**src/rtl/core/drmag_pkg.sv**
```systemverilog
// shared types and constants for the dual-range accelerometer magnitude core
package drmag_pkg;

  // configuration register indexes
  localparam logic [1:0] CFG_GRAVITY_OFFSET = 2'd0;
  localparam logic [1:0] CFG_MIN_LEVEL      = 2'd1;
  localparam logic [1:0] CFG_SWITCH_LEVEL   = 2'd2;

  // configuration reset values
  localparam logic [11:0] GRAVITY_OFFSET_RST = 12'd2048;
  localparam logic [7:0]  MIN_LEVEL_RST      = 8'd4;
  localparam logic [7:0]  SWITCH_LEVEL_RST   = 8'd196;

  // default depth of the queue between front and back
  localparam int QUEUE_DEPTH = 2;

  // arithmetic constants
  localparam int          G2_SHIFT    = 22;          // 2048^2 counts per g^2
  localparam logic [6:0]  TENTHS_SQ   = 7'd100;      // tenths of g, squared
  localparam int          N_W         = 39;          // width of 100 * s
  localparam int          ROOT_W      = 20;          // width of isqrt(100 * s)
  localparam int          LOW_SHIFT   = 11;          // divide by 2048
  localparam logic [18:0] RECIP_41    = 19'd409201;  // ceil(2^24 / 41)
  localparam int          RECIP_SHIFT = 24;

  // configuration register set
  typedef struct packed {
    logic [11:0] gravity_offset;
    logic [7:0]  min_level_g2;
    logic [7:0]  switch_level_g2;
  } cfg_t;

  // one classified item handed from front to back
  typedef struct packed {
    logic [N_W-1:0] n;    // 100 times the selected squared magnitude, 0 below minimum
    logic           hi;   // high-range sensor selected
  } item_t;

  // queue status seen by the top level
  typedef struct packed {
    logic empty;
    logic full;
  } queue_status_t;

endpackage

```
**src/rtl/core/drmag_front.sv**
```systemverilog
// front: squares, range classification and scaling by 100
module drmag_front (
  input  logic                 clk,
  input  logic                 rst,
  input  logic                 accept,
  input  drmag_pkg::cfg_t      cfg,
  input  logic signed [15:0]   low_x,
  input  logic signed [15:0]   low_y,
  input  logic signed [15:0]   low_z,
  input  logic signed [15:0]   high_x,
  input  logic signed [15:0]   high_y,
  input  logic signed [15:0]   high_z,
  output logic                 push,
  output drmag_pkg::item_t     item
);

  logic signed [16:0] lz_adj;
  logic signed [31:0] p_lx, p_ly, p_hx, p_hy, p_hz;
  logic signed [33:0] p_lz;

  logic        sq_valid;
  logic [30:0] sq_lx, sq_ly, sq_lz, sq_hx, sq_hy, sq_hz;

  logic [31:0] s, s2, min_th, sw_th;
  logic        sel_hi_next;
  logic [31:0] sel_next;

  logic        sel_valid;
  logic [31:0] sel;
  logic        sel_hi;

  // gravity offset removal and the six squares
  always_comb begin
    lz_adj = 17'(low_z) - $signed({5'b0, cfg.gravity_offset});
    p_lx = low_x * low_x;
    p_ly = low_y * low_y;
    p_lz = lz_adj * lz_adj;
    p_hx = high_x * high_x;
    p_hy = high_y * high_y;
    p_hz = high_z * high_z;
  end

  always_ff @(posedge clk) begin
    if (rst) begin
      sq_valid <= 1'b0;
    end else begin
      sq_valid <= accept;
    end
  end

  always_ff @(posedge clk) begin
    sq_lx <= p_lx[30:0];
    sq_ly <= p_ly[30:0];
    sq_lz <= p_lz[30:0];
    sq_hx <= p_hx[30:0];
    sq_hy <= p_hy[30:0];
    sq_hz <= p_hz[30:0];
  end

  // sums and range classification, switch test first
  always_comb begin
    s      = {1'b0, sq_lx} + {1'b0, sq_ly} + {1'b0, sq_lz};
    s2     = {1'b0, sq_hx} + {1'b0, sq_hy} + {1'b0, sq_hz};
    min_th = {2'b0, cfg.min_level_g2, 22'b0};
    sw_th  = {2'b0, cfg.switch_level_g2, 22'b0};
    sel_hi_next = (s >= sw_th);
    if (sel_hi_next) begin
      sel_next = s2;
    end else if (s >= min_th) begin
      sel_next = s;
    end else begin
      sel_next = '0;
    end
  end

  always_ff @(posedge clk) begin
    if (rst) begin
      sel_valid <= 1'b0;
    end else begin
      sel_valid <= sq_valid;
    end
  end

  always_ff @(posedge clk) begin
    sel    <= sel_next;
    sel_hi <= sel_hi_next;
  end

  // scale to tenths squared
  always_ff @(posedge clk) begin
    if (rst) begin
      push <= 1'b0;
    end else begin
      push <= sel_valid;
    end
  end

  always_ff @(posedge clk) begin
    item.n  <= sel * drmag_pkg::TENTHS_SQ;
    item.hi <= sel_hi;
  end

endmodule

```
**config.mk**
```make
export PLATFORM = sky130hd
export DESIGN_NAME = drmag_front
export DESIGN_NICKNAME = d
export VERILOG_FILES = /design/src/rtl/core/drmag_pkg.sv /design/src/rtl/core/drmag_front.sv
export SDC_FILE = /design/constraint.sdc
export NUM_CORES = 2
export LEC_CHECK = 0
export BUFFER_PORTS_ARGS = -buffer_cell sky130_fd_sc_hd__buf_2
export CAP_MARGIN = 10
export CORE_ASPECT_RATIO = 1.25
export CORE_MARGIN = 2
export CORE_UTILIZATION = 45
export DETAILED_ROUTE_END_ITERATION = 16
export GPL_TIMING_DRIVEN = 0
export SYNTH_ARGS = -nofsm -noshare
export SYNTH_HDL_FRONTEND = slang
export SYNTH_SLANG_ARGS = --single-unit
```
**constraint.sdc**
```tcl
create_clock -name clk -period 10.42 [get_ports clk]
set_clock_uncertainty 0.2 [all_clocks]
set_input_delay 2.084 -clock clk [delete_from_list [all_inputs] [get_ports clk]]
set_output_delay 2.084 -clock clk [all_outputs]
set_load 0.01 [all_outputs]
```
==> flow_summary.ini <==
[global_routing]
antenna_found_initial = 16
grt_max_degree = 16
grt-ovfl-total = 0
grt_pass1_wl_mm = 266
grt.total_usage_pct = 22.4
grt_pass1_vias = 51000

[floorplan]
die_width_um = 347
core_area_um2 = 146000
start_util_pct = 45.3
ios = 168
std_cell_rows = 157
dieArea_um2 = 150000
die_h_um = 433

[place]
detailed_place_hpwl_mm = 143
gp_congestion = 0.937
port_buffers = 155
placed_cells = 9141

[critical_path]
ff2ff_setup_slack_ns = 3.29
endpoint = sq_lz[29]$_DFF_P_
worstReg2RegEnd = sel[29]$_DFF_P_
cp_common_cell = fa_1
ff2ff_path_depth = 20
cp-startpoint = cfg[16]
reg2reg_from = sq_lx[10]$_DFF_P_
critPathBufInv = 8
endpoint_kind = flop
critPathMaxStageDelay_ns = 0.53
critPathKind = primary input to flop
worstPathMaxFanout = 10
cp-start-kind = primary input
cp_slowest_cell = fa_1
cp.arrival_ns = 10.24
crit_family = adder cells
crit_required_ns = 10.72
worstSetupPathDepth = 33

[clock_network]
tritoncts.num_buffers = 30
cts_tree = yes
cts.path.max_buffers = 3
cts_num_sinks = 254
clk_pin_slew_ns = 0.07
htreeDepth = 1
clock-root-buffer = clkbuf_16
clk_latency_ns = 0.62

[synth]
synth-edff-count = 0
syn-instance-count = 7071
synth_seq_area_share_pct = 7.67
synth-seq-cells = 254
synth_top_cell_by_area = fa_1
synth_warnings = 0
syn_area_um2 = 66300
yosysTopAreaCellShare_pct = 45.4
ys_dominant_reg_cell = dfxtp_1
synth.avg_cell_area_um2 = 9.38
synth.top_cells.by_area = fa_1 (45%), ha_1 (13%), inv_1 (11%)
synthDistinctLibCells = 79
synthArstFlopShare_pct = 0

[cells_and_area]
fin_cells = 9206
drive_above_1_share_pct = 4.18
final_common_cell = inv_1
most-common-layout-cells = inv_1 (2024), fa_1 (1503), ha_1 (675)
synthToLayoutAreaGrowth_pct = 6.63
fill_cells = 14000
utilization_pct = 48.3
fin_nets = 9571

[run]
maxCapViolCount = 0

[detailed_routing]
via_per_inst = 4.97
wl_per_cell_um = 17.4
drtIter0Drc = 1800
num_vias = 45800
dr.pass1.iters = 7
routed_wirelength_mm = 161
drc_errors = 0
ant_nets = 0

[sta]
worst_pin_slew_ns = 1.17
finalCritPeriodShare_pct = 95.4
report.final.slew_viol_count = 0
relSlewSlack_pct = 21.4
finalSetupViolCount = 0
period_minus_slack_ns = 9.94
hold_viol = 0
clock.fmax_ghz = 0.101

[run_status]
outcome = finished clean

[hold_path]
min_path_type = flop to flop
[state kept, by name, summed over array words and instances (netlist names)]
register / cells
sel: 32
sel_hi: 1
sel_valid: 1
sq_lz: 30
push: 1
sq_hy: 30
sq_lx: 30
sq_ly: 30
sq_valid: 1
sq_hx: 30
sq_hz: 30
item: 38
[repair_timing]
| action | in CTS | in global routing |
|---|---|---|
| setup buffers | 0 | 3 |
| hold buffers | 0 | 0 |
| endpoints found under the setup margin | 9 | 5 |
| resized for setup | 8 | 16 |
| pin swaps | 0 | 2 |
[metal layers]
| metal | vias to the layer above | global-route usage (%) | routed length [µm] |
|---|---|---|---|
| met1 | 23100 | 27.5 | 64200 |
| met3 | 258 | 2.03 | 7000 |
| met4 | 12 | 7.80 | 6250 |
| met5 | - | 0 | 81 |
| met2 | 923 | 41.0 | 83100 |
| li1 | 21500 | - | - |
[layout make-up]
class | count | area, µm² | area share, %
Tap cell | 1908 | 2390 | 3.38
Multi-Input combinational cell | 4643 | 53100 | 75.1
Clock buffer | 36 | 813 | 1.15
Sequential cell | 254 | 5080 | 7.19
Timing Repair Buffer | 158 | 798 | 1.13
Clock inverter | 20 | 267 | 0.377
Inverter | 2034 | 7640 | 10.8
Buffer | 145 | 589 | 0.833
Antenna cell | 8 | 20.0 | 0.0283
[how the worst min path moves through the flow]
stage	from	to	slack (ns)	depth (start not counted)
4_1_cts	sel_hi$_DFF_P_	item[0]$_DFF_P_	0.13	0
6_report	sel_hi$_DFF_P_	item[0]$_DFF_P_	0.13	0
3_5_place_dp	sel_hi$_DFF_P_	item[0]$_DFF_P_	0.11	0
5_1_grt	sel_hi$_DFF_P_	item[0]$_DFF_P_	0.14	0
2_1_floorplan	sel_hi$_DFF_P_	item[0]$_DFF_P_	0.11	0
3_3_place_gp	sel_hi$_DFF_P_	item[0]$_DFF_P_	0.11	0
[cells in the mapped netlist (all sizes together) (40+ instances only)]
cell	count
nand2	508
o21a	40
nor2b	44
ha	675
fa	1503
o21ai	111
nand2b	68
clkbuf	138
and2	235
nand3	53
xor2	92
dfxtp	254
inv	2029
xnor2	228
nor3	56
nor2	328
a21o	113
a21oi	227
[through the flow]
stage | cell area (µm²) | setup TNS (ns) | hold slack, ns | worst slack (ns)
3_5_place_dp | 69500 | -9.79 | 0.114 | -1.47
6_report | 70700 | 0 | 0.127 | 0.482
4_1_cts | 70600 | 0 | 0.128 | 0.0781
2_1_floorplan | 66300 | 0 | 0.110 | 0.536
5_1_grt | 70700 | -0.0449 | 0.142 | -0.0449
3_3_place_gp | 69500 | -9.94 | 0.115 | -1.43
[worst register-to-register path: stages, from the launching register on]
cell       delay (ns)
dfxtp_1          0.46
fa_1             0.45
ha_1             0.41
inv_1            0.12
nor3_1           0.65
a2111oi_4        0.18
or4_1            0.58
a21oi_1          0.21
nor2_1           0.11
xnor2_1          0.76
ha_1             0.40
a21o_1           0.18
a21oi_1          0.13
o21ai_0          0.10
a21o_1           0.19
a21oi_1          0.22
inv_1            0.12
a21oi_2          0.24
clkbuf_1         0.56
a31oi_1          0.34
mux2_4           0.40
[cells by family (layout without fill, tap and decap cells)]
| logic type | count (synthesis) | in the layout | synth area share [%] |
|---|---|---|---|
| buffers and inverters | 2181 | 2393 | 12.4 |
| other | 1 | 16 | 0.00565 |
| adders and majority gates | 2178 | 2178 | 58.1 |
| DFF | 254 | 254 | 7.67 |
| and+or+nand+nor | 1399 | 1399 | 9.96 |
| xor gates and xnor gates | 320 | 320 | 4.23 |
| AOI/OAI and AO/OA | 701 | 701 | 6.96 |
| muxes | 37 | 37 | 0.675 |
Power is left out: the tool's default activity adds up to more than one toggle a clock period on the data nets, which glitch-free logic cannot reach.
