--- src/rtl/core/drmag_pkg.sv ---
// shared types and constants for the dual-range accelerometer magnitude core
package drmag_pkg;

  // configuration register indexes
  localparam logic [1:0] CFG_GRAVITY_OFFSET = 2'd0;
  localparam logic [1:0] CFG_MIN_LEVEL      = 2'd1;
  localparam logic [1:0] CFG_SWITCH_LEVEL   = 2'd2;

  // configuration reset values
  localparam logic [11:0] GRAVITY_OFFSET_RST = 12'd2048;
  localparam logic [7:0]  MIN_LEVEL_RST      = 8'd4;
  localparam logic [7:0]  SWITCH_LEVEL_RST   = 8'd196;

  // default depth of the queue between front and back
  localparam int QUEUE_DEPTH = 2;

  // arithmetic constants
  localparam int          G2_SHIFT    = 22;          // 2048^2 counts per g^2
  localparam logic [6:0]  TENTHS_SQ   = 7'd100;      // tenths of g, squared
  localparam int          N_W         = 39;          // width of 100 * s
  localparam int          ROOT_W      = 20;          // width of isqrt(100 * s)
  localparam int          LOW_SHIFT   = 11;          // divide by 2048
  localparam logic [18:0] RECIP_41    = 19'd409201;  // ceil(2^24 / 41)
  localparam int          RECIP_SHIFT = 24;

  // configuration register set
  typedef struct packed {
    logic [11:0] gravity_offset;
    logic [7:0]  min_level_g2;
    logic [7:0]  switch_level_g2;
  } cfg_t;

  // one classified item handed from front to back
  typedef struct packed {
    logic [N_W-1:0] n;    // 100 times the selected squared magnitude, 0 below minimum
    logic           hi;   // high-range sensor selected
  } item_t;

  // queue status seen by the top level
  typedef struct packed {
    logic empty;
    logic full;
  } queue_status_t;

endpackage

--- src/rtl/core/drmag_back.sv ---
// back: pipelined integer square root and scaling to tenths of g
module drmag_back (
  input  logic              clk,
  input  logic              rst,
  input  logic              in_valid,
  input  drmag_pkg::item_t  in_item,
  output logic              done,
  output logic [11:0]       magnitude_tenths,
  output logic              used_high_range
);

  localparam int ROOT_W = drmag_pkg::ROOT_W;
  localparam int NX_W   = 2 * ROOT_W;
  localparam int REM_W  = ROOT_W + 2;

  logic [ROOT_W:0]    vld;
  logic [NX_W-1:0]    nv   [ROOT_W+1];
  logic [REM_W-1:0]   rem  [ROOT_W+1];
  logic [ROOT_W-1:0]  root [ROOT_W+1];
  logic               hi   [ROOT_W+1];

  // stage zero takes the item from the queue
  always_ff @(posedge clk) begin
    if (rst) begin
      vld[0] <= 1'b0;
    end else begin
      vld[0] <= in_valid;
    end
  end

  always_ff @(posedge clk) begin
    nv[0]   <= NX_W'(in_item.n);
    rem[0]  <= '0;
    root[0] <= '0;
    hi[0]   <= in_item.hi;
  end

  // one root bit per stage, restoring digit recurrence
  for (genvar g = 1; g <= ROOT_W; g++) begin : g_sqrt
    logic [REM_W+1:0] acc, trial;
    logic             ge;

    always_comb begin
      acc   = {rem[g-1], nv[g-1][NX_W-1:NX_W-2]};
      trial = {2'b00, root[g-1], 2'b01};
      ge    = (acc >= trial);
    end

    always_ff @(posedge clk) begin
      if (rst) begin
        vld[g] <= 1'b0;
      end else begin
        vld[g] <= vld[g-1];
      end
    end

    always_ff @(posedge clk) begin
      nv[g]   <= {nv[g-1][NX_W-3:0], 2'b00};
      rem[g]  <= ge ? REM_W'(acc - trial) : acc[REM_W-1:0];
      root[g] <= {root[g-1][ROOT_W-2:0], ge};
      hi[g]   <= hi[g-1];
    end
  end

  // divide: shift for the low range, reciprocal multiply for 164 = 4 * 41
  logic        div_valid;
  logic [36:0] div_prod;
  logic [8:0]  div_low;
  logic        div_hi;

  always_ff @(posedge clk) begin
    if (rst) begin
      div_valid <= 1'b0;
    end else begin
      div_valid <= vld[ROOT_W];
    end
  end

  always_ff @(posedge clk) begin
    div_prod <= root[ROOT_W][ROOT_W-1:2] * drmag_pkg::RECIP_41;
    div_low  <= root[ROOT_W][ROOT_W-1:drmag_pkg::LOW_SHIFT];
    div_hi   <= hi[ROOT_W];
  end

  // result register
  always_ff @(posedge clk) begin
    if (rst) begin
      done <= 1'b0;
    end else begin
      done <= div_valid;
    end
  end

  always_ff @(posedge clk) begin
    magnitude_tenths <= div_hi ? div_prod[drmag_pkg::RECIP_SHIFT+11:drmag_pkg::RECIP_SHIFT]
                               : {3'b000, div_low};
    used_high_range  <= div_hi;
  end

endmodule

--- config.mk ---
export PLATFORM = sky130hd
export DESIGN_NAME = drmag_back
export DESIGN_NICKNAME = d
export VERILOG_FILES = /design/src/rtl/core/drmag_pkg.sv /design/src/rtl/core/drmag_back.sv
export SDC_FILE = /design/constraint.sdc
export NUM_CORES = 1
export LEC_CHECK = 0
export BUFFER_PORTS_ARGS = -buffer_cell sky130_fd_sc_hd__buf_2
export CAP_MARGIN = 15
export CORE_MARGIN = 2
export CORE_UTILIZATION = 50
export CTS_BUF_LIST = sky130_fd_sc_hd__clkbuf_4
export DETAILED_ROUTE_END_ITERATION = 12
export PLACE_DENSITY = 0.76
export SKIP_LAST_GASP = 1
export SYNTH_ARGS = -nofsm -noshare
export SYNTH_HDL_FRONTEND = slang
export SYNTH_SLANG_ARGS = --single-unit
--- constraint.sdc ---
create_clock -name clk -period 12 [get_ports clk]
set_input_delay 1.2 -clock clk [delete_from_list [all_inputs] [get_ports clk]]
set_output_delay 1.2 -clock clk [all_outputs]
set_load 0.005 [all_outputs]
==> results of run 1 <==
-- power by group through the flow --
stage / clock network [W] / registers [W] / logic (W)
global route: 0.00287 / 0.00407 / 0.00229
CTS: 0.00270 / 0.00402 / 0.00201
floorplan: 0 / 0.00400 / 0.00161
global placement: 0 / 0.00408 / 0.00195
detailed placement: 0 / 0.00409 / 0.00200
finish: 0.00257 / 0.00402 / 0.00200
-- per-stage QoR --
stage | cell area (um2) | setup slack (ns) | hold WS (ns)
after floorplan | 37820 | 6.387 | 0.3096
after global placement | 39180 | 5.766 | 0.3098
after detailed placement | 39180 | 5.768 | 0.3121
after CTS | 42100 | 5.750 | 0.04692
after global routing | 42150 | 5.513 | 0.04871
final | 42150 | 5.788 | 0.2066
-- final cells by class --
class                   count  area [um2]  share of cell area
flip-flops and latches    969       19400              0.4602
multi-input cells        2122       16670              0.3956
clock buffers             317        2380             0.05646
inverters                 428        1607             0.03811
well taps                 969        1212             0.02876
clock inverters            84       548.0             0.01300
repair buffers             57       312.8            0.007421
diodes                      7       17.52           0.0004156
-- metal layers --
metal / GRT usage / wire (um) / up-vias
met2: 0.2905 / 31430 / 390
met3: 0.03883 / 2294 / 136
met1: 0.1931 / 28310 / 11164
met4: 0.08340 / 1971 / 0
met5: 0 / 0 / -
li1: - / - / 12509
-- kinds of logic after synthesis --
group,count (synthesis),share of synthesized area
DFF,969,0.5129
and+or+nand+nor,793,0.1048
AOI/OAI and AO/OA,573,0.09385
buffers and inverters,468,0.04664
adders and majority gates,438,0.1661
xor gates and xnor gates,284,0.06576
muxes,33,0.009825
other,1,0.00009915
-- worst max-delay path by stage --
stage                     depth (start not counted)                   end                start
after global routing                             20  div_prod[35]$_DFF_P_  root[2][91]$_DFF_P_
after detailed placement                         20  div_prod[35]$_DFF_P_  root[2][91]$_DFF_P_
after floorplan                                  20  div_prod[35]$_DFF_P_  root[2][87]$_DFF_P_
after CTS                                        20  div_prod[35]$_DFF_P_  root[2][91]$_DFF_P_
final                                            19  div_prod[35]$_DFF_P_  root[2][94]$_DFF_P_
after global placement                           20  div_prod[35]$_DFF_P_  root[2][91]$_DFF_P_
-- worst register-to-register path, stage by stage, from the launching register on --
cell,delay [ns]
dfxtp_1,0.59
fa_1,0.57
ha_1,0.24
or2_2,0.28
fa_1,0.49
fa_1,0.52
fa_1,0.54
inv_1,0.05
fa_1,0.52
inv_1,0.04
ha_1,0.37
nand4_1,0.19
nor3_1,0.27
o21a_1,0.21
a211oi_4,0.10
o31ai_2,0.44
a221o_1,0.29
a21o_1,0.18
a21oi_2,0.08
xnor2_1,0.12
-- registers in the layout, summed over array words and instances, names as in the netlist --
| name | count |
|---|---|
| used_high_range | 1 |
| vld | 21 |
| root | 207 |
| nv | 341 |
| div_prod | 12 |
| magnitude_tenths | 12 |
| div_hi | 1 |
| div_low | 9 |
| div_valid | 1 |
| hi | 21 |
| rem | 342 |
| done | 1 |
-- cell usage after synthesis (4+ instances only) --
library cell | instances | area share
clkbuf_1 | 32 | 0.0032
o21ai_0 | 78 | 0.010
fa_1 | 107 | 0.057
a21oi_1 | 181 | 0.024
xnor2_1 | 159 | 0.037
inv_1 | 422 | 0.042
o21ai_1 | 75 | 0.0099
buf_2 | 6 | 0.00079
or3_1 | 25 | 0.0041
o21a_1 | 53 | 0.011
o211ai_1 | 9 | 0.0018
xor2_1 | 125 | 0.029
nand2b_1 | 48 | 0.0079
o31a_1 | 4 | 0.00093
or2_2 | 10 | 0.0017
nand2_1 | 191 | 0.019
nor4_1 | 40 | 0.0066
a22oi_1 | 4 | 0.00079
mux2_1 | 14 | 0.0042
nand3_1 | 51 | 0.0067
nor2b_1 | 54 | 0.0089
a211oi_1 | 14 | 0.0028
dfxtp_1 | 969 | 0.51
nor3b_1 | 4 | 0.00079
o21bai_1 | 12 | 0.0024
a21o_1 | 64 | 0.013
nand4_1 | 31 | 0.0051
mux2_2 | 19 | 0.0057
nor2_1 | 190 | 0.019
a2111oi_0 | 5 | 0.0012
o22ai_1 | 5 | 0.00083
nand3b_1 | 12 | 0.0024
and3_1 | 11 | 0.0018
nand4b_1 | 6 | 0.0014
or4_1 | 12 | 0.0024
and4_1 | 6 | 0.0014
o31ai_1 | 15 | 0.0030
inv_2 | 6 | 0.00060
and2_1 | 10 | 0.0017
a31oi_1 | 12 | 0.0020
nor3_1 | 74 | 0.0098
ha_1 | 331 | 0.11
-- cells in the final DEF (no fill, tap or decap), types with 10 or more instances in the layout --
cell type	n
or2_2	10
nor2b_1	54
or3_1	25
nand3b_1	12
nand2b_1	48
a21o_1	64
clkbuf_4	317
and2_1	10
mux2_2	19
nor4_1	40
xor2_1	125
inv_1	422
or4_1	12
clkinv_1	58
o21a_1	53
nor3_1	73
nor2_1	190
a21oi_1	180
nand3_1	51
xnor2_1	159
a31oi_1	12
o31ai_1	15
a211oi_1	14
fa_1	107
dfxtp_1	969
buf_2	52
nand2_1	191
o21ai_0	78
nand4_1	31
o21ai_1	75
and3_1	11
ha_1	331
mux2_1	14
o21bai_1	12
==> impl_summary.md, run 1 <==
Global routing
The largest net degree at the start of global routing is 35. The wire length of the first global-routing pass is 107700 um. The via count of the first global-routing pass was 24070. The initial antenna violation count is 2. The global route total overflow is 0.

The overall global routing resource usage is 0.1672.

Clocking
In this run the post-CTS setup repair buffer count came out at 0. After clock tree synthesis, the clock-pin slew on the worst setup and hold paths is 0.07 ns. For this design, the CTS-stage hold fixing added 0 buffers. The maximum level of the CTS H-tree is 4. Post-CTS repair changed the size of 0 cells. The number of CTS-inserted buffers is 232.

The CTS tree is yes. The clock latency on the worst-skew pair is 1.09 ns. The buffer depth of the longest clock path is 3. For this design, the sink count on the clock tree is 969. The tree is rooted in a clkbuf_4.

Final layout
The net count of the finished layout is 4291. The area added between synthesis and finish is 11.44%. The post-layout utilization of the core is 0.5643.

The number of non-filler instances in the completed layout is 4953. After filler insertion, the fill cell instance count of the layout stands at 6300. In the final layout, the share of cells above drive strength 1 is 0.1137.

Yosys
The register bit total from synthesis is 969. The mean instance size in the synthesized netlist is 10.63 um2. The number of different library cells used by synthesis comes to 80. In this run, synthesis inferred 0 flip-flops with an integrated enable.

During synthesis, Yosys emitted a total of 0 warnings. The net count after synthesis is 4040. The fraction of the yosys area taken by sequential cells is 0.5129. Counting flops with an async set or reset pin after synthesis yields a share of 0. For this run, the leading register cell type out of synthesis is dfxtp_1. The mapped netlist covers 37820 um2. The count of mapped cells out of synthesis is 3559.

Detailed routing
The count of nets left with antenna violations once routing finished came out at 0. The average via count per standard cell is 4.886. The post-route DRC violation count is 0. The first detailed-routing pass took 5 iterations.

Summing over every cut layer, the via total after detailed routing is 24199. The routed wire length is 64000 um. The detail-routed net length per standard cell is 12.92 um. In this run, the number of DRC markers left after iteration 0 of detailed routing was 959.

Place
Buffers placed on the I/O ports in this run total 52. The final estimated routing congestion in global placement is 0.9228. The half-perimeter wire length after detailed placement is 47940 um. In this run, placement finished with an instance count of 4543.

STA
The post-layout minimum cycle time is 6.212 ns. The setup skew after layout is 0.09144 ns. Dividing the final minimum period by the clock period gives 0.5177. The timing-limited maximum frequency is 161.0 MHz. Setup violations remaining at the end of the flow were counted as 0.

The total count of hold-check failures in the final report is 0. The number of pins with negative max-slew slack in the final report is 0. The headroom to the max-slew limit is 0.3553. Setup repair after global routing left no endpoint under its margin. The transition at the pin with the smallest max-transition slack is 0.9670 ns.

The accumulated negative setup slack is 0 ns.

Setup path
The highest fanout seen on the critical path is 6. On the worst path, the slowest cell contributes a delay of 0.59 ns. Counting cells, the worst reg-to-reg path comes to 19.

The cell at the slowest stage of the critical path is dfxtp_1. Broken down by cell family, the worst path's largest delay share belongs to adder cells. The worst reg-to-reg setup slack is 5.79 ns.

In this run the critical register-to-register path is captured at div_prod[35]$_DFF_P_. The startpoint of the worst register-to-register path is root[2][94]$_DFF_P_. Traced cell by cell, the critical path runs through fa_1, ha_1, or2_2, fa_1, fa_1, fa_1, inv_1, fa_1, inv_1, ha_1, nand4_1, nor3_1, o21a_1, a211oi_4, o31ai_2, a221o_1, a21o_1, a21oi_2, xnor2_1. The number of buffers and inverters on the critical path is 2.

The element type at the critical path start is a flip-flop. The kind of capture point of the worst setup path is a flip-flop. STA puts the critical path data arrival time at 7.19 ns.

The critical path's most frequent cell is fa_1. The critical path is of the reg2reg type. Data on the critical path is required at its endpoint by 12.98 ns.

Floorplanning
The initial core utilization is 0.5063. After floorplanning, the core was sized to cover 74700 um2. The area of the die is 77860 um2.

The die extent in y is 279.0 um. 57 I/O pins were placed. The floorplan has 100 rows. The die width is 279.0 um.

Run status
The flow ran to the end, and the final reports show no timing, DRC or antenna violations.

Pwr
The internal power of the cells totals 0.005963 W. The net switching fraction of the power is 0.3061. The leakage power is 20.34 nW. The total chip power is 0.008595 W. Of the total power, the clock network draws 0.299.

Across the VDD grid, the largest voltage drop is 116.0 uV. The share of total power dissipated in sequential elements is 0.468. Power spread over the standard cell area amounts to 203.9 nW/um2.

The share of total power in combinational logic is 0.233. For this design the total switching power over the nets is 0.002631 W.

Hold path
The hold-critical path endpoint is nv[0][35]$_DFF_P_. Along the worst hold path, the cell count comes to 1. In this run the most critical hold path is launched from in_item[36]. The worst hold path belongs to the class in2reg.

Run
Across the run, the number of max-cap violations was 0.
(Power assumes the default switching activity.)
==> inputs of run 2 (changes only) <==
Settings changed: PLACE_DENSITY 0.76 to 0.78.
Clock period 12 ns to 5.5 ns, I/O delays scaled along.
==> run 2 against run 1 <==
The flow now finishes with violations (setup timing). Non-clock buffer count increased by 121. Combinational power rose to 2.5 times the previous value. Critical path depth grew 1. Largest cell class unchanged. Register-to-register slack got worse by 5.8 ns. Largest power group unchanged. Wire length is 4.1% higher. Hold slack lost 0.052 ns. Power grew 130%. Via count grew 2.3%. Global-route usage grew 0.54 points. Core utilization is 1.7 points higher. Critical path type unchanged.
==> impl_summary.md, run 2 (synthesis results as in run 1) <==
Pwr
The leakage power is 20.91 nW. Internal power comes to 0.01345 W. The highest ir drop seen on vdd is 378.8 uV. In this run the power density over the cells is 448.3 nW/um2. The share of total power dissipated in the clock network is 0.289.

The share of total power dissipated in combinational logic is 0.260. The net load switching power is 0.006005 W. The net switching fraction of the power is 0.3087. Of the total power, registers draw 0.451.

Clocking
The clock sink total is 969. The clock latency on the worst-skew pair is 1.07 ns. The tree is rooted in a clkbuf_4.

The number of CTS-inserted buffers is 227. TritonCTS built the clock tree. The H-tree was split into 4 levels. The longest clock path from root to sink contains 3 buffers.

After clock tree synthesis, the clock-pin slew on the worst setup and hold paths is 0.07 ns.

Floorplanning
From left edge to right edge, the die measures 279.0 um. Row generation in the floorplan step produced 100 rows. The initial core utilization is 0.5063. The region available for standard cell placement spans 74700 um2. During I/O placement, the number of pins put on the boundary was 57. The die extent in y is 279.0 um.

The die covers 77860 um2.

Detailed routing
The detail-routed net length per standard cell is 13.13 um. The post-detailed-route count of antenna-violating nets is 0. Summing over every cut layer, the via total after detailed routing is 24766. The average via count per standard cell is 4.881. For this run, the detailed router's first-pass iteration total came to 6. The DRC violation total after the first TritonRoute iteration is 1013. The routed wire length is 66610 um. The post-route DRC violation count is 0.

Setup path
The element type at the critical path start is a flip-flop. The worst path arrival time is 6.45 ns. The required time of the critical path is 6.41 ns. The critical path in this run is classified as reg2reg. In this run the worst path has a maximum fanout of 4. STA classifies the critical path endpoint as a flip-flop.

Run
Across the run, the number of max-cap violations was 0.

Final layout
The proportion of layout cells with a drive suffix above 1 is 0.1421. The largest registers in the layout are rem: 342 flops, nv: 341 flops, root: 207 flops. The net count of the finished layout is 4407.

The footprint of the flip-flops and latches is 19420 um2. After the flow finishes, the layout carries non-filler instances totaling 5074. The post-layout utilization of the core is 0.5809.

After filler insertion, the fill cell instance count of the layout stands at 6200. Leaving out fill and tap cells, the most frequent cell in the layout is dfxtp_1. The library cells used most frequently in the layout, excluding fill and tap cells, are 957 x dfxtp_1, 416 x inv_1, 329 x clkbuf_4, 319 x ha_1, 191 x nand2_1. The area added between synthesis and finish is 14.72%. The top register by number of flip-flops is rem.

The number of flip-flops under the largest register name is 342. The multi-input logic area is 16870 um2.

Place
Routability-driven placement finished with a final weighted congestion of 0.8997. The number of placed instances, taps included is 4610. The wire-length estimate of the detail-placed layout is 49680 um.

The number of buffer cells added on primary ports is 52.

STA
The count of endpoints failing setup in the final report is 1. The number of pins with negative max-slew slack in the final report was 0. At the pin with the least slew margin, the transition time is 0.9389 ns. Setup repair after global routing could not meet its margin everywhere. The timing-limited maximum frequency is 180.6 MHz. The post-layout minimum cycle time is 5.537 ns.

Dividing the final minimum period by the clock period gives 1.007. The total count of hold-check failures in the final report is 0. In this run the tightest slew margin relative to its limit is 0.3723. The setup skew after layout is 0.09068 ns. The worst-case setup margin in the final layout is -0.03698 ns.

Global routing
For this run, the total global-route usage over all layers was measured as 0.1726. Global routing finished with a remaining overflow of 0. Entering global routing, the biggest net connects 34 pins. The initial antenna violation count is 1.

The via count of the first global-routing pass came to 24757. The first global-routing pass estimated 111200 um of wire.

Hold path
In this run the worst hold path is classified as in2reg.

Run status
The run finished, with violations left. The final reports fail on setup timing.
==> run 2: path summary, 6_finish.rpt <==
kind                                             end  cells after the start  slack [ns]                start
worst max-delay path            div_prod[35]$_DFF_P_                     20       -0.04  root[2][99]$_DFF_P_
worst min-delay path               nv[0][23]$_DFF_P_                      2        0.15          in_item[24]
worst max register to register  div_prod[35]$_DFF_P_                     20       -0.04  root[2][99]$_DFF_P_
worst min register to register     nv[0][70]$_DFF_P_                      0        0.30    nv[0][28]$_DFF_P_
==> run 2: what timing repair did <==
item,CTS,global route
gates resized for setup,34,2
endpoints found under the setup margin,6,6
hold buffers,49,0
pin swaps,44,4
hold endpoints to repair,59,0
setup buffers,6,1
==> run 2: per-layer routing <==
metal	share of wire	vias up	routed length [um]	track usage
li1	-	12753	-	-
met1	0.43	11429	28650	0.1932
met2	0.50	426	33320	0.3076
met3	0.037	158	2470	0.03891
met4	0.033	0	2174	0.08754
met5	0	-	0	0
==> run 2: through the flow <==
step / total power, W / setup WS, ns / instance area [um2] / hold WS, ns / TNS [ns]
2_1_floorplan: 0.01228 / 0.008432 / 37860 / 0.3095 / 0
3_3_place_gp: 0.01358 / -0.1850 / 39710 / 0.3105 / -0.4623
3_5_place_dp: 0.01369 / -0.3210 / 39710 / 0.3121 / -0.9692
4_1_cts: 0.01970 / -0.07619 / 43360 / 0.002066 / -0.07619
5_1_grt: 0.02085 / -0.3117 / 43390 / 0.04091 / -0.9607
6_report: 0.01945 / -0.03698 / 43390 / 0.1550 / -0.03698
==> run 2: cell type report <==
| class | count | share of cell area |
|---|---|---|
| sequential | 969 | 0.4475 |
| multi-input combinational | 2122 | 0.3888 |
| clock buffer | 329 | 0.05692 |
| inverter | 428 | 0.03702 |
| timing repair buffer | 178 | 0.03088 |
| tap | 969 | 0.02794 |
| clock inverter | 77 | 0.01081 |
| antenna | 2 | 0.0001153 |
==> run 2: critical path, cell delays in order, from the launching register on <==
cell and delay (ns):
dfxtp_2 0.33, fa_1 0.58, inv_2 0.06, fa_2 0.52
inv_2 0.04, fa_2 0.54, fa_2 0.43, fa_1 0.51
inv_1 0.05, fa_1 0.51, inv_2 0.05, ha_4 0.26
nand4_1 0.19, nor3_2 0.19, o21a_1 0.21, a211oi_4 0.09
o31ai_4 0.26, a221o_1 0.24, a21o_1 0.18, a21oi_2 0.08
xnor2_1 0.13
==> run 2: power by group through the flow <==
| stage | sequential (W) | clock, W | combinational (W) |
|---|---|---|---|
| floorplan | 0.00873 | 0 | 0.00355 |
| global placement | 0.00890 | 0 | 0.00468 |
| detailed placement | 0.00893 | 0 | 0.00477 |
| CTS | 0.00877 | 0.00588 | 0.00505 |
| global route | 0.00889 | 0.00625 | 0.00571 |
| finish | 0.00878 | 0.00562 | 0.00506 |
