File: src/rtl/core/drmag_pkg.sv
// shared types and constants for the dual-range accelerometer magnitude core
package drmag_pkg;

  // configuration register indexes
  localparam logic [1:0] CFG_GRAVITY_OFFSET = 2'd0;
  localparam logic [1:0] CFG_MIN_LEVEL      = 2'd1;
  localparam logic [1:0] CFG_SWITCH_LEVEL   = 2'd2;

  // configuration reset values
  localparam logic [11:0] GRAVITY_OFFSET_RST = 12'd2048;
  localparam logic [7:0]  MIN_LEVEL_RST      = 8'd4;
  localparam logic [7:0]  SWITCH_LEVEL_RST   = 8'd196;

  // default depth of the queue between front and back
  localparam int QUEUE_DEPTH = 2;

  // arithmetic constants
  localparam int          G2_SHIFT    = 22;          // 2048^2 counts per g^2
  localparam logic [6:0]  TENTHS_SQ   = 7'd100;      // tenths of g, squared
  localparam int          N_W         = 39;          // width of 100 * s
  localparam int          ROOT_W      = 20;          // width of isqrt(100 * s)
  localparam int          LOW_SHIFT   = 11;          // divide by 2048
  localparam logic [18:0] RECIP_41    = 19'd409201;  // ceil(2^24 / 41)
  localparam int          RECIP_SHIFT = 24;

  // configuration register set
  typedef struct packed {
    logic [11:0] gravity_offset;
    logic [7:0]  min_level_g2;
    logic [7:0]  switch_level_g2;
  } cfg_t;

  // one classified item handed from front to back
  typedef struct packed {
    logic [N_W-1:0] n;    // 100 times the selected squared magnitude, 0 below minimum
    logic           hi;   // high-range sensor selected
  } item_t;

  // queue status seen by the top level
  typedef struct packed {
    logic empty;
    logic full;
  } queue_status_t;

endpackage

File: src/rtl/core/drmag_queue.sv
// short fifo between front and back
module drmag_queue #(
  parameter int DEPTH = drmag_pkg::QUEUE_DEPTH
) (
  input  logic                     clk,
  input  logic                     rst,
  input  logic                     push,
  input  drmag_pkg::item_t         wr_item,
  input  logic                     pop,
  output drmag_pkg::item_t         rd_item,
  output drmag_pkg::queue_status_t status
);

  localparam int PTR_W = $clog2(DEPTH);
  localparam int CNT_W = $clog2(DEPTH + 1);

  drmag_pkg::item_t mem [DEPTH];
  logic [PTR_W-1:0] wr_ptr, rd_ptr;
  logic [CNT_W-1:0] count;
  logic             do_push, do_pop;

  assign status.empty = (count == '0);
  assign status.full  = (count == CNT_W'(DEPTH));
  assign do_pop  = pop && !status.empty;
  assign do_push = push && (!status.full || do_pop);
  assign rd_item = mem[rd_ptr];

  // storage
  always_ff @(posedge clk) begin
    if (do_push) begin
      mem[wr_ptr] <= wr_item;
    end
  end

  // pointers and fill count
  always_ff @(posedge clk) begin
    if (rst) begin
      wr_ptr <= '0;
      rd_ptr <= '0;
      count  <= '0;
    end else begin
      if (do_push) begin
        wr_ptr <= (wr_ptr == PTR_W'(DEPTH - 1)) ? '0 : wr_ptr + 1'b1;
      end
      if (do_pop) begin
        rd_ptr <= (rd_ptr == PTR_W'(DEPTH - 1)) ? '0 : rd_ptr + 1'b1;
      end
      if (do_push && !do_pop) begin
        count <= count + 1'b1;
      end else if (do_pop && !do_push) begin
        count <= count - 1'b1;
      end
    end
  end

`ifndef SYNTH
  // no transfer is dropped on a full queue
  a_no_overflow: assert property (@(posedge clk) disable iff (rst)
    push |-> (!status.full || do_pop))
    else $error("queue overflow");
`endif

endmodule

File: config.mk
export PLATFORM = sky130hd
export DESIGN_NAME = drmag_queue
export DESIGN_NICKNAME = d
export VERILOG_FILES = /design/src/rtl/core/drmag_pkg.sv /design/src/rtl/core/drmag_queue.sv
export SDC_FILE = /design/constraint.sdc
export NUM_CORES = 1
export LEC_CHECK = 0
export BUFFER_PORTS_ARGS = -buffer_cell sky130_fd_sc_hd__buf_2
export CAP_MARGIN = 10
export CORE_ASPECT_RATIO = 0.8
export CORE_UTILIZATION = 48
export CTS_BUF_LIST = sky130_fd_sc_hd__clkbuf_4 sky130_fd_sc_hd__clkbuf_8
export DETAILED_ROUTE_END_ITERATION = 10
export PLACE_DENSITY = 0.77
export SYNTH_ARGS = -nofsm -noshare
export SYNTH_HDL_FRONTEND = slang
export SYNTH_SLANG_ARGS = --single-unit
export TNS_END_PERCENT = 5
File: constraint.sdc
create_clock -name clk -period 2.8 [get_ports clk]
set_input_delay 0.14 -clock clk [delete_from_list [all_inputs] [get_ports clk]]
set_output_delay 0.14 -clock clk [all_outputs]
set_load 0.01 [all_outputs]
==> results of run 1 <==
## state kept, by name, indices dropped and copies added (netlist names), named ones only
signal  count
count       2
mem        80
rd_ptr      1
wr_ptr      1
## area by class of cell
type	instances	area [um2]	area share, %
Clock buffer	10	131	3.11
Sequential cell	85	2500	59.2
Multi-Input combinational cell	59	588	13.9
Inverter	1	3.75	0.0887
Tap cell	81	101	2.40
Clock inverter	6	46.3	1.09
Timing Repair Buffer	129	856	20.2
## placed cells by master, fill, tap and decap left out, drive strengths merged
cell,netlist,final
buf,4,89
a21oi,1,1
dfxtp,5,5
nor2b,3,3
a21boi,1,1
mux2,41,41
xor2,3,3
dlygate4sd3,0,40
and2,1,1
ha,1,1
clkbuf,0,10
inv,1,3
nor2,5,5
clkinvlp,0,2
or3,1,1
edfxtp,80,80
o21ai,2,2
clkinv,0,2
## what timing repair did
item / in CTS / in global routing
hold endpoints to repair: 80 / 0
resized for setup: 0 / 0
hold buffers: 40 / 0
## per-stage QoR
| step | cell area (um2) | setup slack (ns) | power (W) |
|---|---|---|---|
| after global routing | 4230 | 0.805 | 0.00333 |
| after global placement | 3650 | 1.05 | 0.00239 |
| after floorplan | 3110 | 0.593 | 0.00212 |
| final | 4230 | 0.920 | 0.00317 |
| after CTS | 4230 | 0.876 | 0.00321 |
| after detailed placement | 3650 | 0.978 | 0.00241 |
## where the power goes
part / total [W] / switching [W] / internal, W / leakage [nW]
Sequential: 0.00161 / 0.0000565 / 0.00155 / 0.791
Combinational: 0.000806 / 0.000399 / 0.000408 / 0.737
Clock: 0.000757 / 0.000419 / 0.000338 / 0.0867
## worst max path at each step
stage	from	endpoint	slack [ns]	depth (start not counted)
final	flip-flop	rd_item[32]	0.92	3
after global routing	flip-flop	rd_item[30]	0.80	3
after CTS	flip-flop	rd_item[12]	0.88	3
after detailed placement	count[0]	mem[1][33]	0.98	4
after global placement	count[0]	mem[1][33]	1.05	4
after floorplan	count[1]	mem[0][0]	0.59	3
## per-layer routing
layer	vias up	GRT usage, %	wire (um)
met3	9	6.03	276
met2	61	29.3	2870
li1	850	-	-
met1	863	20.7	2350
met5	-	0	0
met4	0	7.12	82
## worst max-delay path, stage by stage (launching register included)
cell	delay (ns)
dfxtp_2	0.41
buf_4	0.42
mux2_2	0.40
buf_2	0.14
## kinds of logic (layout without fill, tap and decap cells)
| logic type | Yosys count | count (layout) | synth area share [%] |
|---|---|---|---|
| AND/OR/NAND/NOR | 10 | 10 | 1.69 |
| multiplexers | 41 | 41 | 14.9 |
| flip-flops | 85 | 85 | 80.6 |
| XOR/XNOR | 3 | 3 | 0.846 |
| adder cells (fa/ha/maj) | 1 | 1 | 0.403 |
| AO/OA/AOI/OAI | 4 | 4 | 0.846 |
| buffers and inverters | 5 | 146 | 0.765 |
==> results by group, run 1 <==
Floorplan
  – Die ar.: 6800 um2
  – Ports: 86
  – Chip Height: 73.9 um
  – # rows: 25
  – Initial Util: 51.2%
  – Die Wd: 91.9 um
  – Core ar.: 6070 um2

Run status
  – Status: finished, final reports clean

Global routing
  – Largest net degree at the start of global routing: 41
  – Overall Global Routing Usage: 17.3%
  – First-pass GRT wire length: 8360 um
  – Vias in the first global route: 1708
  – Congestion Overflow GR: 0
  – Initial antenna violation count: 0

STA
  – Worst-margin pin slew: 0.532 ns
  – Setup violations, final: 0
  – Setup_tns: 0 ns
  – RSZ-0062 raised after global routing: false
  – Worst clock skew: 0.00772 ns
  – Crit share post-route: 67.1%
  – Relative slew margins: 64.5%
  – Max frequency: 532 MHz
  – Final slew viol count: 0
  – Hold slack: 0.0370 ns
  – Final Hold Violating Endpoints: 0
  – Fin crit period: 1.88 ns

Yosys
  – Number of synthesized flops with an enable pin: 80
  – Flops & latches, synth: 85
  – Syn avg cell area: 20.8 um2
  – Top cells by count, synth: edfxtp_1 (80), mux2_2 (40), dfxtp_1 (5), nor2_1 (5), buf_2 (4)
  – Synth warn: 0
  – Mapped Area: 3110 um2
  – Synth area leaders: edfxtp_1 (77%), mux2_2 (15%), dfxtp_1 (3.2%), xor2_1 (0.85%), buf_2 (0.64%)
  – Dominant cell by count in the synthesized netlist: edfxtp_1
  – Area leader, netlist: edfxtp_1
  – Syn nets: 194
  – Cell count after synthesis: 149
  – Sequential-to-total area share from yosys stat: 80.6%
  – Synth async-reset ratio: 0%
  – Post-synth cell types: 17
  – Share of the synthesized area in the top cell type: 77.4%
  – Main synth FF type: edfxtp_1

Worst setup path
  – WS Path Type: reg -> out
  – Worst-path fanout max: 34
  – Crit path required time: 2.66 ns
  – Crit. End Element: primary output
  – Reg2reg end: mem[1][7]
  – Worst R2R Start: count[0]
  – CP arrival: 1.74 ns
  – Reg2Reg Depth: 4
  – Startpoint types: flip-flop
  – Flop2flop setup slack: 0.99 ns

Hold path
  – Hold Crit Class: in -> reg
  – Hold Startpoint: rst
  – Hold Path Depth: 2

Power and ir drop
  – Pwr dens: 750 nW/um2
  – Maximum VDD drop: 442 uV
  – Leakage dissipation: 1.61 nW

Drt
  – First DRT Iteration DRCs: 64
  – Vias per cell: 4.81
  – Final wirelength: 5590 um
  – DR WL/cell: 15.1 um
  – Initial DRT Pass Iterations: 4
  – Final antenna-violating net count: 0
  – Routed vias: 1783
  – Residual DRC count: 0

Placement
  – Cells after DPL: 315
  – IO Port Bufs: 85
  – Final Wtd Congestion: 0.689
  – Post-DP HPWL: 3310 um

Finish
  – Final Core Density: 69.7%
  – Layout cells sized above 1: 51.7%
  – Fin nets: 330
  – Non-filler instance count after layout: 371
  – Layout filler cell count: 408
  – Ant diodes: 0
  – Area grow syn2layout: 36.2%

Clock tree
  – Longest Clk Path Bufs: 2
  – Postcts setup bufs: 0
  – CTS tree: done
  – Clk_lat worst skew: 0.34 ns
  – Clk slew on worst S/H paths: 0.08 ns
  – Clk root buf: clkbuf_8
  – CTS H-tree lvls: 3
  – Clock sink total: 85
  – TritonCTS buffer count: 9

Run
  – Max Cap Viol: 0
(Power assumes the default switching activity.)
==> inputs of run 2 (changes only) <==
==> constraint.sdc (replaced) <==
create_clock -name clk -period 1.67 [get_ports clk]
set_input_delay 0.0835 -clock clk [delete_from_list [all_inputs] [get_ports clk]]
set_output_delay 0.0835 -clock clk [all_outputs]
set_load 0.01 [all_outputs]
==> run 2 against run 1 <==
Against the previous run:
- power grew 68%
- clock skew up 0.00066 ns
- non-clock buffer count rose by 3
- final area increased by 1.3%
- count of clock-buffer cells in the layout unchanged
- die area unchanged
- sequential power grew 67%
- critical path depth unchanged
- global-route usage down 0.21 points
- flip-flop and latch count did not move
- worst hold slack gained 0.17 ns
- register-to-register slack lost 0.83 ns
==> results by group, run 2 (synthesized netlist as in run 1, its figures left out) <==
Floorplan
  – Chip Height: 73.9 um
  – Initial Util: 51.2%
  – Die ar.: 6800 um2
  – # rows: 25
  – Core ar.: 6070 um2
  – Die Wd: 91.9 um
  – Ports: 86

Finish
  – Commonest non-fill, non-tap cell in the layout: buf_2
  – Ant diodes: 0
  – Fin nets: 333
  – Layout cells sized above 1: 51.9%
  – Final Core Density: 70.6%
  – Max reg flops: 80
  – Largest Register: mem
  – Largest regs: mem (80), count (2)
  – Area grow syn2layout: 38.0%
  – Layout filler cell count: 403
  – Commonest non-fill, non-tap cells in the layout: buf_2 (85), edfxtp_1 (80), dlygate4sd3_1 (41), mux2_2 (40), clkbuf_8 (9)

STA
  – Worst-margin pin slew: 0.257 ns
  – Worst clock skew: 0.00838 ns
  – Final slew viol count: 0
  – Hold slack: 0.210 ns
  – Crit share post-route: 92.6%
  – Final Hold Violating Endpoints: 0
  – Setup violations, final: 0
  – Max frequency: 646 MHz
  – Fin crit period: 1.55 ns
  – RSZ-0062 raised after global routing: false
  – Relative slew margins: 82.9%

Worst setup path
  – Worst R2R Start: count[1]
  – Reg2reg end: count[1]
  – Crit-path max cell delay: 0.39 ns
  – Worst-path fanout max: 26
  – Crit. End Element: primary output
  – Slowest CP cell: mux2_2
  – WS Path Type: reg -> out
  – Reg2Reg Depth: 5
  – Crit path required time: 1.59 ns
  – Startpoint types: flip-flop
  – Critical Path Sink: rd_item[21]
  – CP arrival: 1.46 ns
  – Worst path cell trace: buf_6 > mux2_2 > buf_2
  – Flop2flop setup slack: 0.16 ns

Clock tree
  – Clk slew on worst S/H paths: 0.07 ns
  – TritonCTS buffer count: 9
  – CTS tree: done
  – Postcts setup bufs: 0
  – Clk_lat worst skew: 0.34 ns
  – CTS H-tree lvls: 3
  – Clk root buf: clkbuf_8
  – Longest Clk Path Bufs: 2
  – Clock sink total: 85

Global routing
  – Initial antenna violation count: 0
  – First-pass GRT wire length: 8310 um
  – Vias in the first global route: 1758
  – Overall Global Routing Usage: 17.1%
  – Largest net degree at the start of global routing: 28
  – Congestion Overflow GR: 0

Hold path
  – Hold Crit Class: in -> reg

Placement
  – Final Wtd Congestion: 0.689
  – Post-DP HPWL: 3400 um
  – IO Port Bufs: 85

Power and ir drop
  – Leakage dissipation: 1.63 nW
  – Pwr dens: 1240 nW/um2
  – Maximum VDD drop: 795 uV

Drt
  – First DRT Iteration DRCs: 79
  – Final antenna-violating net count: 0
  – Vias per cell: 4.75
  – Final wirelength: 5460 um
  – Residual DRC count: 0
  – Routed vias: 1778
  – Initial DRT Pass Iterations: 4
  – DR WL/cell: 14.6 um

Run
  – Max Cap Viol: 0

Run status
  – Status: finished, final reports clean
==> run 2: area by class of cell <==
cell class | instances | area (um2) | share of cell area, %
Sequential cell | 85 | 2510 | 58.5
Timing Repair Buffer | 132 | 910 | 21.2
Multi-Input combinational cell | 59 | 593 | 13.8
Clock buffer | 10 | 131 | 3.07
Tap cell | 81 | 101 | 2.36
Clock inverter | 6 | 40.0 | 0.934
Inverter | 1 | 3.75 | 0.0876
==> run 2: report_power, final <==
| group | internal, W | switching [W] | leakage (nW) |
|---|---|---|---|
| Combinational | 0.000732 | 0.000698 | 0.760 |
| Clock | 0.000551 | 0.000653 | 0.0810 |
| Sequential | 0.00261 | 0.0000810 | 0.791 |
| Total | 0.00389 | 0.00143 | 1.63 |
==> run 2: worst max-delay path: cells and delay by family, from the launching register on <==
kind                   cells  cell delay (ns)
buffers and inverters      2             0.39
muxes                      1             0.39
DFF                        1             0.34
==> run 2: worst min path at each step <==
stage	startpoint	to	slack [ns]	cells after the start
2_1_floorplan	rst	count[1]	0.15	1
3_3_place_gp	wr_item[36]	mem[0][36]	0.27	1
3_5_place_dp	wr_item[11]	mem[0][11]	0.28	1
4_1_cts	pop	flip-flop	0.19	4
5_1_grt	pop	wr_ptr	0.21	4
6_report	pop	wr_ptr	0.21	4
==> run 2: stage by stage <==
step                worst slack, ns  area, um2  cells  total power (W)  TNS [ns]
finish                        0.123       4290    374          0.00532         0
global route                 0.0463       4290    374          0.00558         0
CTS                          0.0254       4280    374          0.00537         0
detailed placement            0.165       3700    317          0.00409         0
global placement              0.187       3700    317          0.00407         0
floorplan                   -0.0411       3120    149          0.00357     -1.64
==> run 2: per-layer routing <==
layer  global-route usage, %  wire length, um  up-vias
met5                       0                0        -
met4                    7.12               19        0
met3                    5.73              262        4
met2                    29.2             2880       52
met1                    20.4             2300      863
li1                        -                -      859
==> run 2: what timing repair did <==
action / CTS / global route
setup endpoints to repair: 0 / 20
gates resized for setup: 0 / 1
hold buffers: 41 / 0
hold endpoints to repair: 84 / 0
==> inputs of run 3 (changes only) <==
==> constraint.sdc (replaced) <==
create_clock -name clk -period 1.3 [get_ports clk]
set_input_delay 0.065 -clock clk [delete_from_list [all_inputs] [get_ports clk]]
set_output_delay 0.065 -clock clk [all_outputs]
set_load 0.01 [all_outputs]
==> run 3 against run 2 <==
Against the previous run:
- the run now ends with setup timing left
- clock skew grew 0.0012 ns
- combinational power rose by 100%
- flip-flop and latch count is the same
- cell count grew 2.7%
- utilization increased by 8.8 points
- clock power up 53%
- count of clock-buffer cells in the layout unchanged
- largest cell class unchanged
- first-iteration DRC count is 23% lower
==> results by group, run 3 (synthesized netlist as in run 1, its figures left out) <==
Drt
  – Routed vias: 1855
  – DR WL/cell: 17.3 um
  – Initial DRT Pass Iterations: 4
  – Final antenna-violating net count: 0
  – First DRT Iteration DRCs: 61
  – Final wirelength: 6630 um
  – Vias per cell: 4.83
  – Residual DRC count: 0

STA
  – Worst clock skew: 0.00959 ns
  – Final Hold Violating Endpoints: 0
  – Fin crit period: 1.52 ns
  – Max frequency: 656 MHz
  – Setup violations, final: 108
  – Worst-margin pin slew: 0.192 ns
  – Relative slew margins: 87.1%
  – Crit share post-route: 117%
  – RSZ-0062 raised after global routing: true
  – Final slew viol count: 0
  – Final worst slack: -0.224 ns
  – Hold slack: 0.238 ns

Run
  – Max Cap Viol: 0

Clock tree
  – Clk_lat worst skew: 0.36 ns
  – Clk slew on worst S/H paths: 0.08 ns
  – CTS tree: done
  – TritonCTS buffer count: 9
  – CTS H-tree lvls: 3
  – Clock sink total: 85
  – Clk root buf: clkbuf_8
  – Longest Clk Path Bufs: 2

Worst setup path
  – Worst R2R Start: count[1]
  – Startpoint types: flip-flop
  – Number of cells on the critical path: 3
  – Reg2Reg Depth: 5
  – Flop2flop setup slack: -0.17 ns
  – Crit. End Element: primary output
  – Worst path cell trace: buf_4 > mux2_2 > buf_2
  – CP arrival: 1.46 ns
  – Reg2reg end: count[1]
  – Crit path required time: 1.24 ns
  – Crit path buffers/inverters: 2
  – Largest delay share family, worst path: flip-flops
  – Worst-path fanout max: 5
  – Slowest CP cell: dfxtp_4
  – Crit-path max cell delay: 0.45 ns
  – WS Path Type: reg -> out
  – Critical Path Sink: rd_item[16]

Finish
  – Fin nets: 343
  – Commonest non-fill, non-tap cell in the layout: edfxtp_1
  – Layout cells sized above 1: 54.1%
  – Max reg flops: 80
  – Ant diodes: 0
  – Largest regs: mem (80), count (2)
  – Layout filler cell count: 317
  – Largest Register: mem
  – Commonest non-fill, non-tap cells in the layout: edfxtp_1 (80), buf_2 (50), dlygate4sd3_1 (41), buf_6 (36), mux2_4 (33)
  – Area grow syn2layout: 55.2%

Placement
  – Final Wtd Congestion: 0.704
  – IO Port Bufs: 85
  – Post-DP HPWL: 3540 um

Run status
  – Status: complete, but fails checks
  – Failing checks: setup timing

Floorplan
  – Ports: 86
  – Core ar.: 6070 um2
  – Die ar.: 6800 um2
  – Initial Util: 51.2%
  – # rows: 25
  – Die Wd: 91.9 um
  – Chip Height: 73.9 um

Global routing
  – Vias in the first global route: 1871
  – First-pass GRT wire length: 9070 um
  – Overall Global Routing Usage: 18.9%
  – Congestion Overflow GR: 0
  – Largest net degree at the start of global routing: 27
  – Initial antenna violation count: 0

Power and ir drop
  – Power, Total: 0.00822 W
  – Maximum VDD drop: 1080 uV
  – Leakage dissipation: 1.92 nW
  – Pwr dens: 1710 nW/um2

Hold path
  – Hold Crit Class: in -> reg
[run 3: final cells by class]
class	count	area [um2]	area share [%]
tap	81	101	2.10
clock inverter	6	71.3	1.48
timing repair buffer	142	1280	26.5
multi-input combinational	59	726	15.1
sequential	85	2510	52.0
inverter	1	3.75	0.0779
clock buffer	10	131	2.73
[run 3: worst min-delay path by stage]
stage,startpoint,to,slack (ns),cells past startpoint
2_1_floorplan,rst,count[1],0.13,1
3_3_place_gp,wr_item[29],mem[0][29],0.25,1
3_5_place_dp,wr_item[30],mem[1][30],0.26,1
4_1_cts,pop,flip-flop,0.22,5
5_1_grt,pop,flip-flop,0.26,5
6_report,pop,flip-flop,0.24,5
[run 3: metrics by stage]
| stage | worst slack [ns] | cells | instance area (um2) | setup TNS (ns) | utilization [%] |
|---|---|---|---|---|---|
| 2_1_floorplan | -0.411 | 149 | 3120 | -29.14 | - |
| 5_1_grt | -0.260 | 384 | 4820 | -15.88 | 79.4 |
| 6_report | -0.224 | 384 | 4820 | -10.19 | 79.4 |
| 3_5_place_dp | -0.170 | 324 | 3790 | -5.06 | 62.5 |
| 4_1_cts | -0.227 | 383 | 4650 | -9.51 | 76.7 |
| 3_3_place_gp | -0.133 | 324 | 3790 | -3.28 | 62.5 |
[run 3: per-layer routing]
layer / up-vias / global-route usage, % / wire [um]
met3: 9 / 5.32 / 262
met1: 910 / 21.2 / 2710
met2: 60 / 34.4 / 3560
li1: 876 / - / -
met4: 0 / 8.68 / 95
met5: - / 0 / 0
[run 3: worst min-delay path, delay by kind of cell]
| family | cells | cell delay, ns |
|---|---|---|
| buffers and inverters | 2 | 0.24 |
| AOI/OAI and AO/OA | 1 | 0.11 |
| and+or+nand+nor | 1 | 0.07 |
| xor gates and xnor gates | 1 | 0.06 |
[run 3: report_power, final]
group / internal (W) / total (W) / switching, W
sequential: 0.00336 / 0.00352 / 0.000160
clock: 0.000921 / 0.00184 / 0.000922
combinational: 0.00174 / 0.00286 / 0.00113
[run 3: what timing repair did]
action | CTS | global route
gates resized for setup | 44 | 29
buffers inserted | 1 | 0
hold buffers | 41 | 0
hold endpoints to repair | 84 | 0
cloned | 1 | 1
setup endpoints to repair | 119 | 119
